$ cat config.mk
export PLATFORM = sky130hd
export DESIGN_NAME = days_between_dates_top
export DESIGN_NICKNAME = d
export VERILOG_FILES = /design/src/hdl/dbd_pkg.sv /design/src/hdl/dbd_datapath.sv /design/src/hdl/days_between_dates_top.sv
export VERILOG_INCLUDE_DIRS = /design/src /design/src/hdl
export SDC_FILE = /design/constraint.sdc
export NUM_CORES = 1
export LEC_CHECK = 0
export ABC_CLOCK_PERIOD_IN_PS = 11800
export BUFFER_PORTS_ARGS = -buffer_cell sky130_fd_sc_hd__buf_2
export CAP_MARGIN = 10
export CORE_MARGIN = 2
export CORE_UTILIZATION = 36
export DETAILED_ROUTE_END_ITERATION = 10
export GPL_TIMING_DRIVEN = 1
export PLACE_DENSITY = 0.57
export RECOVER_POWER = 50
export SYNTH_ARGS = -nofsm -noshare
export SYNTH_HDL_FRONTEND = slang
export SYNTH_SLANG_ARGS = --single-unit
export TNS_END_PERCENT = 100
$ cat constraint.sdc
create_clock -name clk -period 11.8 [get_ports clk]
set_input_delay 0.59 -clock clk [delete_from_list [all_inputs] [get_ports clk]]
set_output_delay 0.59 -clock clk [all_outputs]
set_load 0.1 [all_outputs]
$ cat src/hdl/assert_macros.svh
// Assertion macros shared by the RTL files of this project.
// Synthesis builds see the empty forms.
`ifndef ASSERT_MACROS_SVH
`define ASSERT_MACROS_SVH

`ifndef SYNTHESIS

// The property must hold at every clock edge out of reset.
`define ASSERT_AT(label, clk, rst_n, prop, msg) \
	label: assert property (@(posedge clk) disable iff (!rst_n) prop) else $error(msg);

// The expression must never be true at a clock edge out of reset.
`define ASSERT_NEVER(label, clk, rst_n, expr, msg) \
	label: assert property (@(posedge clk) disable iff (!rst_n) !(expr)) else $error(msg);

`else

`define ASSERT_AT(label, clk, rst_n, prop, msg)
`define ASSERT_NEVER(label, clk, rst_n, expr, msg)

`endif

`endif

$ cat src/hdl/dbd_pkg.sv
package dbd_pkg;

	localparam int DAY_W    = 5;
	localparam int MONTH_W  = 4;
	localparam int YEAR_W   = 14;
	localparam int COUNT_W  = 22;
	// Serial day numbers reach about 6.0 million for the widest year field.
	localparam int SERIAL_W = 23;
	localparam int QUO_W    = 8;
	localparam int REM_W    = 7;
	localparam int MUL_A_W  = 14;
	localparam int MUL_B_W  = 13;
	localparam int PROD_W   = MUL_A_W + MUL_B_W;

	// floor(x / 100) == (x * 5243) >> 19 for every x below 43699.
	localparam logic [MUL_B_W-1:0] RECIP100 = 13'd5243;
	localparam int                 RECIP_SH = 19;
	localparam logic [MUL_B_W-1:0] DAYS_YEAR = 13'd365;
	localparam logic [MUL_B_W-1:0] HUNDRED   = 13'd100;

	// Steps of the shared multiply/accumulate unit, one date at a time.
	localparam logic [2:0] STEP_QUO  = 3'd0;
	localparam logic [2:0] STEP_YEAR = 3'd1;
	localparam logic [2:0] STEP_REM  = 3'd2;
	localparam logic [2:0] STEP_C4   = 3'd3;
	localparam logic [2:0] STEP_C100 = 3'd4;
	localparam logic [2:0] STEP_C400 = 3'd5;
	localparam logic [2:0] STEP_MON  = 3'd6;
	localparam logic [2:0] STEP_DAY  = 3'd7;

	typedef struct packed {
		logic       run;
		logic [2:0] step;
	} ctrl_t;

	typedef struct packed {
		logic leap;
	} stat_t;

	// Days in a month; February follows the leap flag, bad months give zero.
	function automatic logic [DAY_W-1:0] month_len(input logic [MONTH_W-1:0] m,
			input logic leap);
		logic [DAY_W-1:0] len;
		unique case (m)
			4'd1, 4'd3, 4'd5, 4'd7, 4'd8, 4'd10, 4'd12: len = 5'd31;
			4'd4, 4'd6, 4'd9, 4'd11:                   len = 5'd30;
			4'd2:                                      len = leap ? 5'd29 : 5'd28;
			default:                                   len = 5'd0;
		endcase
		return len;
	endfunction

	// Days of the months before month m in a common year.
	function automatic logic [8:0] cum_days(input logic [MONTH_W-1:0] m);
		logic [8:0] n;
		unique case (m)
			4'd2:    n = 9'd31;
			4'd3:    n = 9'd59;
			4'd4:    n = 9'd90;
			4'd5:    n = 9'd120;
			4'd6:    n = 9'd151;
			4'd7:    n = 9'd181;
			4'd8:    n = 9'd212;
			4'd9:    n = 9'd243;
			4'd10:   n = 9'd273;
			4'd11:   n = 9'd304;
			4'd12:   n = 9'd334;
			default: n = 9'd0;
		endcase
		return n;
	endfunction

endpackage

$ cat src/hdl/dbd_datapath.sv
// Shared multiplier and accumulator that build one serial day number over
// eight steps.
module dbd_datapath (
	input  logic                         clk,
	input  dbd_pkg::ctrl_t               ctrl,
	input  logic [dbd_pkg::DAY_W-1:0]    day,
	input  logic [dbd_pkg::MONTH_W-1:0]  month,
	input  logic [dbd_pkg::YEAR_W-1:0]   year,
	output logic [dbd_pkg::SERIAL_W-1:0] serial,
	output dbd_pkg::stat_t               stat
);

	logic [dbd_pkg::SERIAL_W-1:0] acc_q;
	logic [dbd_pkg::QUO_W-1:0]    quo_q;
	logic [dbd_pkg::REM_W-1:0]    rem_q;

	logic [dbd_pkg::MUL_A_W-1:0]  mul_a;
	logic [dbd_pkg::MUL_B_W-1:0]  mul_b;
	logic [dbd_pkg::PROD_W-1:0]   prod;
	logic [dbd_pkg::SERIAL_W-1:0] addend;
	logic                         sub;
	logic [12:0]                  ceil4;
	logic [dbd_pkg::QUO_W-1:0]    ceil100;
	logic [5:0]                   ceil400;
	logic                         leap;

	always_comb begin
		mul_a = year;
		mul_b = dbd_pkg::DAYS_YEAR;
		case (ctrl.step)
			dbd_pkg::STEP_QUO: mul_b = dbd_pkg::RECIP100;
			dbd_pkg::STEP_REM: begin
				mul_a = dbd_pkg::MUL_A_W'(quo_q);
				mul_b = dbd_pkg::HUNDRED;
			end
			default: ;
		endcase
	end

	assign prod = dbd_pkg::PROD_W'(mul_a) * dbd_pkg::PROD_W'(mul_b);

	// Ceilings of year/4, year/100 and year/400; the last nests on the second.
	assign ceil4   = 13'(year >> 2) + 13'(|year[1:0]);
	assign ceil100 = quo_q + dbd_pkg::QUO_W'(rem_q != '0);
	assign ceil400 = 6'(ceil100 >> 2) + 6'(|ceil100[1:0]);
	assign leap    = (year[1:0] == 2'd0) && ((rem_q != '0) || (quo_q[1:0] == 2'd0));

	always_comb begin
		addend = '0;
		sub    = 1'b0;
		case (ctrl.step)
			dbd_pkg::STEP_C4:   addend = dbd_pkg::SERIAL_W'(ceil4);
			dbd_pkg::STEP_C100: begin
				addend = dbd_pkg::SERIAL_W'(ceil100);
				sub    = 1'b1;
			end
			dbd_pkg::STEP_C400: addend = dbd_pkg::SERIAL_W'(ceil400);
			dbd_pkg::STEP_MON:  addend = dbd_pkg::SERIAL_W'(dbd_pkg::cum_days(month))
				+ dbd_pkg::SERIAL_W'(leap && (month > 4'd2));
			dbd_pkg::STEP_DAY:  addend = dbd_pkg::SERIAL_W'(day);
			default: ;
		endcase
	end

	always_ff @(posedge clk) begin
		if (ctrl.run) begin
			case (ctrl.step)
				dbd_pkg::STEP_QUO:  quo_q <= prod[dbd_pkg::RECIP_SH +: dbd_pkg::QUO_W];
				dbd_pkg::STEP_YEAR: acc_q <= prod[dbd_pkg::SERIAL_W-1:0];
				dbd_pkg::STEP_REM:  rem_q <= dbd_pkg::REM_W'(year - prod[dbd_pkg::YEAR_W-1:0]);
				default: begin
					acc_q <= sub ? acc_q - addend : acc_q + addend;
				end
			endcase
		end
	end

	assign serial    = acc_q;
	assign stat.leap = leap;

endmodule

$ cat src/hdl/days_between_dates_top.sv
// Channel  Direction  Handshake            Beat contents
// in       input      in_valid / in_ready  first_day, first_month, first_year,
//                                          second_day, second_month, second_year
// out      output     out_valid/out_ready  day_count, date_invalid
//
// Each input beat goes from acceptance to a result in the output register
// through 8 steps of the shared multiply/accumulate unit per date and the
// magnitude of the difference. in_ready is high only when the
// sequencer is idle. A held output beat does not block the next input beat;
// the sequencer waits in its final state only if a new result is ready while
// the previous one is still held. arst_n clears the sequencer and output valid.
`include "assert_macros.svh"

module days_between_dates_top #(
	parameter int unsigned MAX_YEAR = 9999
) (
	input  logic                         clk,
	input  logic                         arst_n,
	input  logic                         in_valid,
	output logic                         in_ready,
	input  logic [dbd_pkg::DAY_W-1:0]    first_day,
	input  logic [dbd_pkg::MONTH_W-1:0]  first_month,
	input  logic [dbd_pkg::YEAR_W-1:0]   first_year,
	input  logic [dbd_pkg::DAY_W-1:0]    second_day,
	input  logic [dbd_pkg::MONTH_W-1:0]  second_month,
	input  logic [dbd_pkg::YEAR_W-1:0]   second_year,
	output logic                         out_valid,
	input  logic                         out_ready,
	output logic [dbd_pkg::COUNT_W-1:0]  day_count,
	output logic                         date_invalid
);

	localparam logic [1:0] ST_IDLE = 2'd0;
	localparam logic [1:0] ST_RUN  = 2'd1;
	localparam logic [1:0] ST_DONE = 2'd2;

	logic [1:0] state_q;
	logic [2:0] step_q;
	logic       sel_q;
	logic       bad_q;
	logic       out_valid_q;

	// Captured input beat.
	logic [dbd_pkg::DAY_W-1:0]    d1_q, d2_q;
	logic [dbd_pkg::MONTH_W-1:0]  m1_q, m2_q;
	logic [dbd_pkg::YEAR_W-1:0]   y1_q, y2_q;
	logic [dbd_pkg::SERIAL_W-1:0] first_serial_q;
	logic [dbd_pkg::COUNT_W-1:0]  count_q;
	logic                         invalid_q;

	logic [dbd_pkg::DAY_W-1:0]    cur_day;
	logic [dbd_pkg::MONTH_W-1:0]  cur_month;
	logic [dbd_pkg::YEAR_W-1:0]   cur_year;
	logic [dbd_pkg::SERIAL_W-1:0] serial;
	logic [dbd_pkg::SERIAL_W-1:0] diff;
	dbd_pkg::ctrl_t               ctrl;
	dbd_pkg::stat_t               stat;
	logic                         cur_bad;
	logic                         in_fire;
	logic                         out_free;

	assign in_ready = (state_q == ST_IDLE);
	assign in_fire  = in_valid && in_ready;
	assign out_free = !out_valid_q || out_ready;

	// The unit works on the first date, then the second.
	assign cur_day   = sel_q ? d2_q : d1_q;
	assign cur_month = sel_q ? m2_q : m1_q;
	assign cur_year  = sel_q ? y2_q : y1_q;

	assign ctrl.run  = (state_q == ST_RUN);
	assign ctrl.step = step_q;

	dbd_datapath u_datapath (
		.clk    (clk),
		.ctrl   (ctrl),
		.day    (cur_day),
		.month  (cur_month),
		.year   (cur_year),
		.serial (serial),
		.stat   (stat)
	);

	// A date fails on a zero day, a bad month, a year past the limit, or a day
	// past the end of its month. The leap flag is settled by the month step.
	assign cur_bad = (cur_day == '0) || (cur_month == '0) || (cur_month > 4'd12)
		|| (32'(cur_year) > MAX_YEAR)
		|| (cur_day > dbd_pkg::month_len(cur_month, stat.leap));

	// While done, the accumulator holds the second serial day number.
	assign diff = (first_serial_q > serial) ? first_serial_q - serial
		: serial - first_serial_q;

	always_ff @(posedge clk or negedge arst_n) begin
		if (!arst_n) begin
			state_q     <= ST_IDLE;
			step_q      <= dbd_pkg::STEP_QUO;
			sel_q       <= 1'b0;
			bad_q       <= 1'b0;
			out_valid_q <= 1'b0;
		end else begin
			// A new result may replace a beat that leaves at this same edge.
			if (state_q == ST_DONE && out_free) begin
				out_valid_q <= 1'b1;
			end else if (out_valid_q && out_ready) begin
				out_valid_q <= 1'b0;
			end
			unique case (state_q)
				ST_IDLE: begin
					if (in_fire) begin
						state_q <= ST_RUN;
						step_q  <= dbd_pkg::STEP_QUO;
						sel_q   <= 1'b0;
						bad_q   <= 1'b0;
					end
				end
				ST_RUN: begin
					step_q <= step_q + 3'd1;
					if (step_q == dbd_pkg::STEP_MON && cur_bad) begin
						bad_q <= 1'b1;
					end
					if (step_q == dbd_pkg::STEP_DAY) begin
						sel_q <= 1'b1;
						if (sel_q) begin
							state_q <= ST_DONE;
						end
					end
				end
				ST_DONE: begin
					if (out_free) begin
						state_q <= ST_IDLE;
					end
				end
				default: state_q <= ST_IDLE;
			endcase
		end
	end

	always_ff @(posedge clk) begin
		if (in_fire) begin
			d1_q <= first_day;
			m1_q <= first_month;
			y1_q <= first_year;
			d2_q <= second_day;
			m2_q <= second_month;
			y2_q <= second_year;
		end
		// The first serial number is still in the accumulator when the second
		// date starts its first step.
		if (state_q == ST_RUN && sel_q && step_q == dbd_pkg::STEP_QUO) begin
			first_serial_q <= serial;
		end
		if (state_q == ST_DONE && out_free) begin
			count_q   <= bad_q ? '0 : diff[dbd_pkg::COUNT_W-1:0];
			invalid_q <= bad_q;
		end
	end

	assign out_valid    = out_valid_q;
	assign day_count    = count_q;
	assign date_invalid = invalid_q;

	`ASSERT_AT(a_invalid_zero, clk, arst_n, (out_valid && date_invalid) |-> (day_count == '0), "invalid beat with nonzero count")
	`ASSERT_AT(a_accept_runs, clk, arst_n, in_fire |=> (state_q == ST_RUN), "accepted beat did not start the sequencer")
	`ASSERT_AT(a_rise_from_done, clk, arst_n, $rose(out_valid_q) |-> ($past(state_q) == ST_DONE), "output raised outside the final state")
	`ASSERT_AT(a_hold_done, clk, arst_n, (state_q == ST_DONE && out_valid_q && !out_ready) |=> (state_q == ST_DONE), "result overwrote a held beat")

endmodule
==> reports/results.txt, run 1 <==
Status: finished with violations
Failing checks: max-capacitance violations, max-slew violations
Worst R2R Start: sel_q
Via density: 5.178
First-pass GRT wire length: 61.49 mm
R2R Setup Slk: 4.11 ns
Io pins: 75
CTS tree: built
Post-Syn Area: 14990 um^2
Grt ovf: 0
WL per Instance: 17.19 um
Post-synth ARST share: 0.05797
Setup CP Type: reg -> reg
Share of the synthesized area in the top cell type: 0.2604
Root Driver: clkbuf_16
IO buf count: 74
Library cells used by synthesis: 76
Routed vias: 11320
Area contributors post-synth: edfxtp_1 26%, ha_1 16%, fa_1 13%
Hold Crit Depth: 1
CTS Sinks: 138
Mapped Cells: 1586
P&R area growth vs syn: 9.764%
Final min period: 7.694 ns
Antenna violations before repair: 0
Die Y: 208.1 um
Slew Limit Fails: 39
Post-synthesis average cell area: 9.453 um^2
Final wirelength: 37.58 mm
TritonRoute pass-1 iters: 5
FP Rows: 74
RSZ-0062 raised after global routing: no
CP arrival: 7.88 ns
Starting Density: 0.3664
Core area: 40920 um^2
Largest net degree at the start of global routing: 54
Max-slew headroom: -0.2800
PnR worst setup slack: 4.106 ns
CTS Buf Count: 17
Reg2reg path depth: 27
Worst-path maximum fanout: 53
Number of synthesized flops with an enable pin: 130
Cell taking the most area after synthesis: edfxtp_1
Achievable Freq: 130.0 MHz
ANT nets after route: 0
Final Setup Violations: 0
Starting DRT DRC Count: 641
Worst-case clock buffer depth: 2
Syn Nets: 1926
Number of max-cap violations: 1
Post-CTS Setup Inserts: 0
Setup_tns: 0 ns
Synth warnings: 0
Skew-Pair Late Insertion Delay: 0.44 ns
Antenna Cells: 0
H-tree level count: 4
Top FF cell, synth: edfxtp_1
Layout Nets: 1981
Die X: 208.1 um
Yosys reg bits: 138
Total GRT Usage: 0.1786
Placer Congestion: 0.9201
Slew @ Worst Pin: 1.920 ns
Vias in the first global route: 11570
DRC Markers: 0
Layout cells sized above 1: 0.09190
Reg2reg end: u_datapath.serial[22]
Hpwl dp: 31.31 mm
Pre-CTS WS: 4.165 ns
Final Cycle Share: 0.6520
Placed Area: 15850 um^2
CP Data Required Time: 11.99 ns
Hold-fix buffers, CTS: 1
Post-route cell area: 16460 um^2
Startpoint Class: register
CTS resizes: 0
Hold EP: m2_q[1]
Final Hold Viols: 0
Worst Setup End Kind: register
Clk slew on worst S/H paths: 0.07 ns
Worst hold start: second_month[1]
Clock skew: 0.009694 ns
Seq/Total Area, Yosys: 0.2737
Die area: 43300 um^2
Hold Crit Class: in -> reg
==> cells by family after synthesis <==
group,share of synthesized area
XOR/XNOR,0.05199
AND/OR/NAND/NOR,0.1258
buffers and inverters,0.07769
multiplexers,0.03313
flip-flops,0.2737
AO/OA/AOI/OAI,0.1480
adder cells (fa/ha/maj),0.2896
==> flip-flops by register name, summed over array words and instances (netlist names) <==
name	count
m1_q	4
d1_q	5
sel_q	1
bad_q	1
step_q	3
day_count	22
first_serial_q	23
u_datapath.serial	23
date_invalid	1
y1_q	14
out_valid	1
d2_q	5
state_q	2
u_datapath.rem_q	7
u_datapath.quo_q	8
m2_q	4
y2_q	14
==> worst max path at each step <==
stage,end,slack [ns],from
2_1_floorplan,u_datapath.serial[22],5.27,sel_q
3_3_place_gp,u_datapath.serial[22],4.35,sel_q
3_5_place_dp,u_datapath.serial[22],4.16,sel_q
4_1_cts,u_datapath.serial[22],4.11,sel_q
5_1_grt,u_datapath.serial[22],3.48,sel_q
6_report,u_datapath.serial[22],4.11,sel_q
==> worst max-delay path, stage by stage, from the launching register on <==
cell and delay (ns):
dfrtp_2 0.34, buf_4 0.53, mux2i_1 0.68, ha_1 0.47
nand2_1 0.12, o211a_1 0.15, nor3_1 0.27, or2_2 0.19
ha_1 0.21, nand4_1 0.11, a21o_1 0.23, nand2_1 0.08
o221ai_2 0.17, nor3b_4 0.29, nand4_4 0.18, or3_1 0.43
o21ai_0 0.44, ha_1 0.39, a21o_1 0.22, a21o_1 0.17
a21oi_1 0.19, a2bb2oi_1 0.31, a31oi_1 0.17, a21o_1 0.20
a21oi_1 0.27, nor3_1 0.07, and2_1 0.16, a2111o_1 0.37
==> final cells by class <==
| type | count | area, um^2 |
|---|---|---|
| flip-flops and latches | 138 | 4105 |
| clock buffers | 21 | 440.4 |
| well taps | 532 | 665.6 |
| inverters | 245 | 919.6 |
| fillers | 4115 | 24470 |
| clock inverters | 11 | 172.7 |
| multi-input cells | 1157 | 9736 |
| repair buffers | 82 | 417.9 |
==> synth_stat cells (all sizes together), types with 5 or more instances <==
library cell and instances:
o41ai 7, o21ai 83, mux2i 28, o31ai 9, mux2 17, nand2b 20, and3 6, nand2 100
nor3 23, a211oi 11, nand4 16, and2 9, dfrtp 8, a21o 40, ha 195, or2 10
edfxtp 130, a21oi 84, xnor2 56, o21bai 15, inv 245, nor2 121, clkbuf 34, nand3b 5
o211ai 8, xor2 33, buf 12, o21a 13, or3 11, nand3 35, a31oi 25, a21boi 5
nor2b 21, fa 95
==> layout by cell type, fill, tap and decap left out, drive strengths merged, types with 25 or more instances in the layout <==
cell    synthesis  final
a21o           40     40
a21oi          84     84
a31oi          25     25
buf            12     75
clkbuf         34     27
edfxtp        130    130
fa             95     95
ha            195    195
inv           245    245
mux2i          28     28
nand2         100    100
nand3          35     35
nor2          121    121
o21ai          83     83
xnor2          56     56
xor2           33     33
==> layer usage <==
metal,routed length [um],part of all wire,GRT usage
met2,17370,0.46,0.2933
met4,924,0.025,0.06041
met1,17580,0.47,0.2386
met5,0,0,0
met3,1708,0.045,0.02974
==> metrics by stage <==
stage,hold slack (ns),cells,utilization
final,0.3184,2186,0.4021
after global routing,0.2937,2186,0.4021
after CTS,0.3000,2185,0.4025
after detailed placement,0.4615,2152,0.3873
after global placement,0.4638,2152,0.3873
after floorplan,0.2944,1586,-
Power of run 1 is not shown: default switching activity piles up to over one toggle a cycle in this logic, so the estimate is an artifact.
==> run 2: changes to the inputs <==
- ABC_CLOCK_PERIOD_IN_PS: 11800 -> 6800
- PLACE_DENSITY: 0.57 -> 0.58
- clock period: 11.8 -> 6.8 ns (I/O delays scaled with it)
==> run 2 against run 1 <==
The flow still finishes with violations (max-capacitance violations, max-slew violations). Clock skew up 0.0017 ns. Sequential share of layout area down 1.1 points. Critical path depth down 2. Global-route usage up 0.31 points. Count of clock-buffer cells in the layout down 4. Routed wire length up 3.9%. Utilization up 1.9 points. Highest routed layer unchanged.
==> reports/results.txt, run 2 (synthesis gave the netlist of run 1 again) <==
Status: finished with violations
Failing checks: max-capacitance violations, max-slew violations
GR Util met3: 0.02355
Final Setup Violations: 0
First-pass GRT wire length: 62.87 mm
CP arrival: 6.72 ns
Slew Limit Fails: 39
Final min period: 6.539 ns
TritonRoute pass-1 iters: 5
Number of max-cap violations: 1
CP Data Required Time: 6.98 ns
Achievable Freq: 152.9 MHz
Crit path max-delay cell type: fa_1
Final Hold Viols: 0
Layout Nets: 2072
RSZ-0062 raised after global routing: no
Met1 usage: 0.2451
Die Y: 208.1 um
Layout cells sized above 1: 0.1411
CTS Sinks: 138
Antenna Cells: 0
Total GRT Usage: 0.1817
Final hold slack: 0.07469 ns
Final Cycle Share: 0.9617
Clk slew on worst S/H paths: 0.07 ns
Die X: 208.1 um
Io pins: 75
H-tree level count: 4
DRC Markers: 0
Vias in the first global route: 11910
P&R area growth vs syn: 14.90%
Setup CP Type: reg -> reg
CP bufs+invs: 6
Global routing's busiest layer: met2
Via density: 5.192
Hold Crit Class: in -> reg
Most common cell after layout, fill and taps aside: inv_1
Skew-Pair Late Insertion Delay: 0.44 ns
Starting Density: 0.3664
Most frequent cells in the layout: 242 x inv_1, 193 x ha_1, 130 x edfxtp_1, 114 x nor2_1, 99 x nand2_1
Worst-case clock buffer depth: 2
CTS tree: built
Hpwl dp: 32.19 mm
Critical path's most frequent cell: fa_1
Startpoint Class: register
Slew @ Worst Pin: 1.952 ns
Starting DRT DRC Count: 734
Clock skew: 0.01140 ns
Antenna violations before repair: 0
WL per Instance: 17.16 um
Die area: 43300 um^2
Grt ovf: 0
FP Rows: 74
Crit-path leading delay family: adder cells
Worst-path maximum fanout: 6
Final wirelength: 39.05 mm
Root Driver: clkbuf_16
Max stage delay on crit path: 0.54 ns
Largest net degree at the start of global routing: 47
Placer Congestion: 0.9387
Max-slew headroom: -0.3013
IO buf count: 74
Routed vias: 11820
Core area: 40920 um^2
Worst Setup End Kind: register
CTS Buf Count: 17
ANT nets after route: 0
Met2 GRT Util: 0.3021
-- run 2: changes by cell type in the layout (fill, tap and decap cells not counted), moves of 3 or more --
cell / previous run / this run
o21ai_2: 0 / 4
buf_2: 71 / 49
a21oi_2: 2 / 6
buf_4: 4 / 91
a21oi_1: 82 / 78
nor2_1: 120 / 114
o21ai_1: 3 / 6
nor2_2: 1 / 6
clkbuf_1: 10 / 29
clkinv_1: 0 / 5
o21ai_0: 80 / 73
-- run 2: stage by stage --
step                      setup slack (ns)  instance area (um^2)  std cells  utilization   TNS, ns
after floorplan                     0.2668                 14990       1586            -         0
after global placement             0.08038                 16510       2237       0.4035         0
after detailed placement          -0.01068                 16510       2237       0.4035  -0.01068
after CTS                          0.01031                 17100       2269       0.4179         0
after global routing             0.0005045                 17230       2276       0.4210         0
final                               0.2606                 17230       2276       0.4210         0
-- run 2: worst paths after layout --
kind                                               to  cells after the start                 start  slack, ns
worst max-delay path            u_datapath.serial[22]                     25             step_q[0]       0.26
worst max register to register  u_datapath.serial[22]                     25             step_q[0]       0.26
min in group asynchronous                   out_valid                      2                arst_n       0.39
worst min register to register      first_serial_q[0]                      0  u_datapath.serial[0]       0.49
worst min-delay path                          y1_q[2]                      1         first_year[2]       0.07
max in group asynchronous                       sel_q                      2                arst_n       6.02
-- run 2: metal layers --
metal  up-vias  part of all wire
met5         -                 0
met3        50             0.042
met4         0             0.025
met1      5704              0.46
met2       294              0.47
li1       5769                 -
-- run 2: final cells by class --
type                       count  area, um^2
fill                        4068       23700
multi-input combinational   1157        9846
sequential                   138        4105
timing repair buffer         173        1112
inverter                     245       919.6
tap                          532       665.6
clock buffer                  17       425.4
clock inverter                14       153.9
-- run 2: repair_timing --
item	4_1_cts	5_1_grt
cloned	0	1
gates resized for setup	3	34
pin swaps	0	4
buffers inserted	0	5
endpoints found under the hold margin	8	0
hold buffers	1	0
setup endpoints to repair	1	10
Power of run 2 is left out for the same reason.
==> run 3: changes to the inputs <==
- CORE_UTILIZATION: 36 -> 58
- PLACE_DENSITY: 0.58 -> 0.84
==> run 3 against run 2 <==
The run still ends with max-capacitance violations, max-slew violations left. Via count increased by 4.9%. Setup slack got worse by 0.093 ns. Routed wire length decreased by 0.57%. Critical path type unchanged. Critical endpoint unchanged. Largest cell class unchanged.
==> reports/results.txt, run 3 (synthesis gave the netlist of run 1 again) <==
Status: finished with violations
Failing checks: max-capacitance violations, max-slew violations
Largest net degree at the start of global routing: 47
Setup_tns: 0 ns
Startpoint Class: register
Global routing's busiest layer: met2
Fillcell total: 1958
Hold Crit Class: in -> reg
Final Cycle Share: 0.9753
CTS Buf Count: 17
Layout Nets: 2041
Worst-path maximum fanout: 19
Number of max-cap violations: 1
Final min period: 6.632 ns
Final Hold Viols: 0
Root Driver: clkbuf_16
Worst-case clock buffer depth: 2
Most frequent cells in the layout: 243 x inv_1, 192 x ha_1, 130 x edfxtp_1, 112 x nor2_1, 99 x nand2_1
First-pass GRT wire length: 62.38 mm
Slew Limit Fails: 39
Routed vias: 12400
Skew-Pair Late Insertion Delay: 0.44 ns
Achievable Freq: 150.8 MHz
Vias in the first global route: 12470
Placer Congestion: 0.9542
Most common cell after layout, fill and taps aside: inv_1
Core area: 25250 um^2
Starting Density: 0.5937
Grt ovf: 0
Final Setup Violations: 0
Antenna violations before repair: 2
Die X: 164.8 um
Final wirelength: 38.83 mm
Worst Setup End Kind: register
Starting DRT DRC Count: 1290
Clock skew: 0.01197 ns
Slew @ Worst Pin: 1.865 ns
Via density: 6.064
Met1 usage: 0.3641
Layout cells sized above 1: 0.1301
DRC Markers: 0
FP Rows: 58
Io pins: 75
Total GRT Usage: 0.2946
TritonRoute pass-1 iters: 6
Met2 GRT Util: 0.5093
Clk slew on worst S/H paths: 0.07 ns
GR Util met3: 0.05349
CP arrival: 6.82 ns
ANT nets after route: 0
Antenna Cells: 0
WL per Instance: 19.00 um
CTS Sinks: 138
Die Y: 164.8 um
CP Data Required Time: 6.99 ns
P&R area growth vs syn: 12.09%
CTS tree: built
Max-slew headroom: -0.2435
Hpwl dp: 30.59 mm
H-tree level count: 4
Die area: 27150 um^2
IO buf count: 74
Setup CP Type: reg -> reg
## run 3: cell types whose count changed in the layout (fill, tap and decap cells not counted), moves of 3 or more
cell	change
clkinv_1	-3
buf_4	-31
clkinvlp_4	-3
mux2i_1	-3
inv_6	+4
## run 3: final timing paths
check                                          start                    end  slack [ns]  cells past startpoint
worst min-delay path                  second_year[8]                y2_q[8]        0.07                      1
worst max register to register             step_q[0]  u_datapath.serial[22]        0.17                     24
worst min register to register  u_datapath.serial[0]      first_serial_q[0]        0.50                      0
worst max-delay path                       step_q[0]  u_datapath.serial[22]        0.17                     24
min in group asynchronous                     arst_n                  sel_q        0.43                      2
max in group asynchronous                     arst_n                  sel_q        5.93                      2
## run 3: per-stage QoR
step | area (um^2) | instances | setup WS (ns) | hold WS, ns | utilization
CTS | 16630 | 2037 | 0.03471 | 0.05896 | 0.6585
detailed placement | 16010 | 2004 | 0.06036 | 0.2158 | 0.6340
global route | 16810 | 2044 | -0.02983 | 0.06455 | 0.6655
floorplan | 14990 | 1586 | 0.2668 | 0.04441 | -
global placement | 16010 | 2004 | 0.2489 | 0.2103 | 0.6340
finish | 16810 | 2044 | 0.1680 | 0.06867 | 0.6655
## run 3: routing by layer
layer  up-vias  wire [um]
met5         -         23
met4         4       1830
met3       166       3292
met2       664      18500
met1      5852      15180
li1       5709          -
## run 3: timing repair
action / CTS / global route
resized for setup: 0 / 47
endpoints found under the setup margin: 0 / 12
hold buffers: 1 / 0
setup buffers: 0 / 5
endpoints found under the hold margin: 8 / 0
## run 3: cell type report
type | count | area (um^2) | area share
inverter | 245 | 919.6 | 0.05472
multi-input combinational | 1157 | 9881 | 0.5879
clock inverter | 15 | 183.9 | 0.01094
tap | 330 | 412.9 | 0.02457
sequential | 138 | 4105 | 0.2443
timing repair buffer | 142 | 878.3 | 0.05226
clock buffer | 17 | 425.4 | 0.02531
## run 3: worst max-delay path, stage by stage (launching register included)
cell      delay (ns)
dfrtp_1         0.42
inv_1           0.10
ha_2            0.24
nand2_1         0.10
buf_6           0.20
nand2_1         0.17
buf_4           0.21
nor2_2          0.24
fa_1            0.48
fa_1            0.52
inv_1           0.05
fa_1            0.51
inv_1           0.05
fa_1            0.47
fa_1            0.44
ha_1            0.22
a21o_1          0.17
a21oi_2         0.17
o21ai_1         0.11
o21bai_1        0.24
a31oi_1         0.18
o41ai_2         0.34
o21bai_1        0.14
xor2_1          0.20
a2111o_1        0.42
Power of run 3 is left out for the same reason.
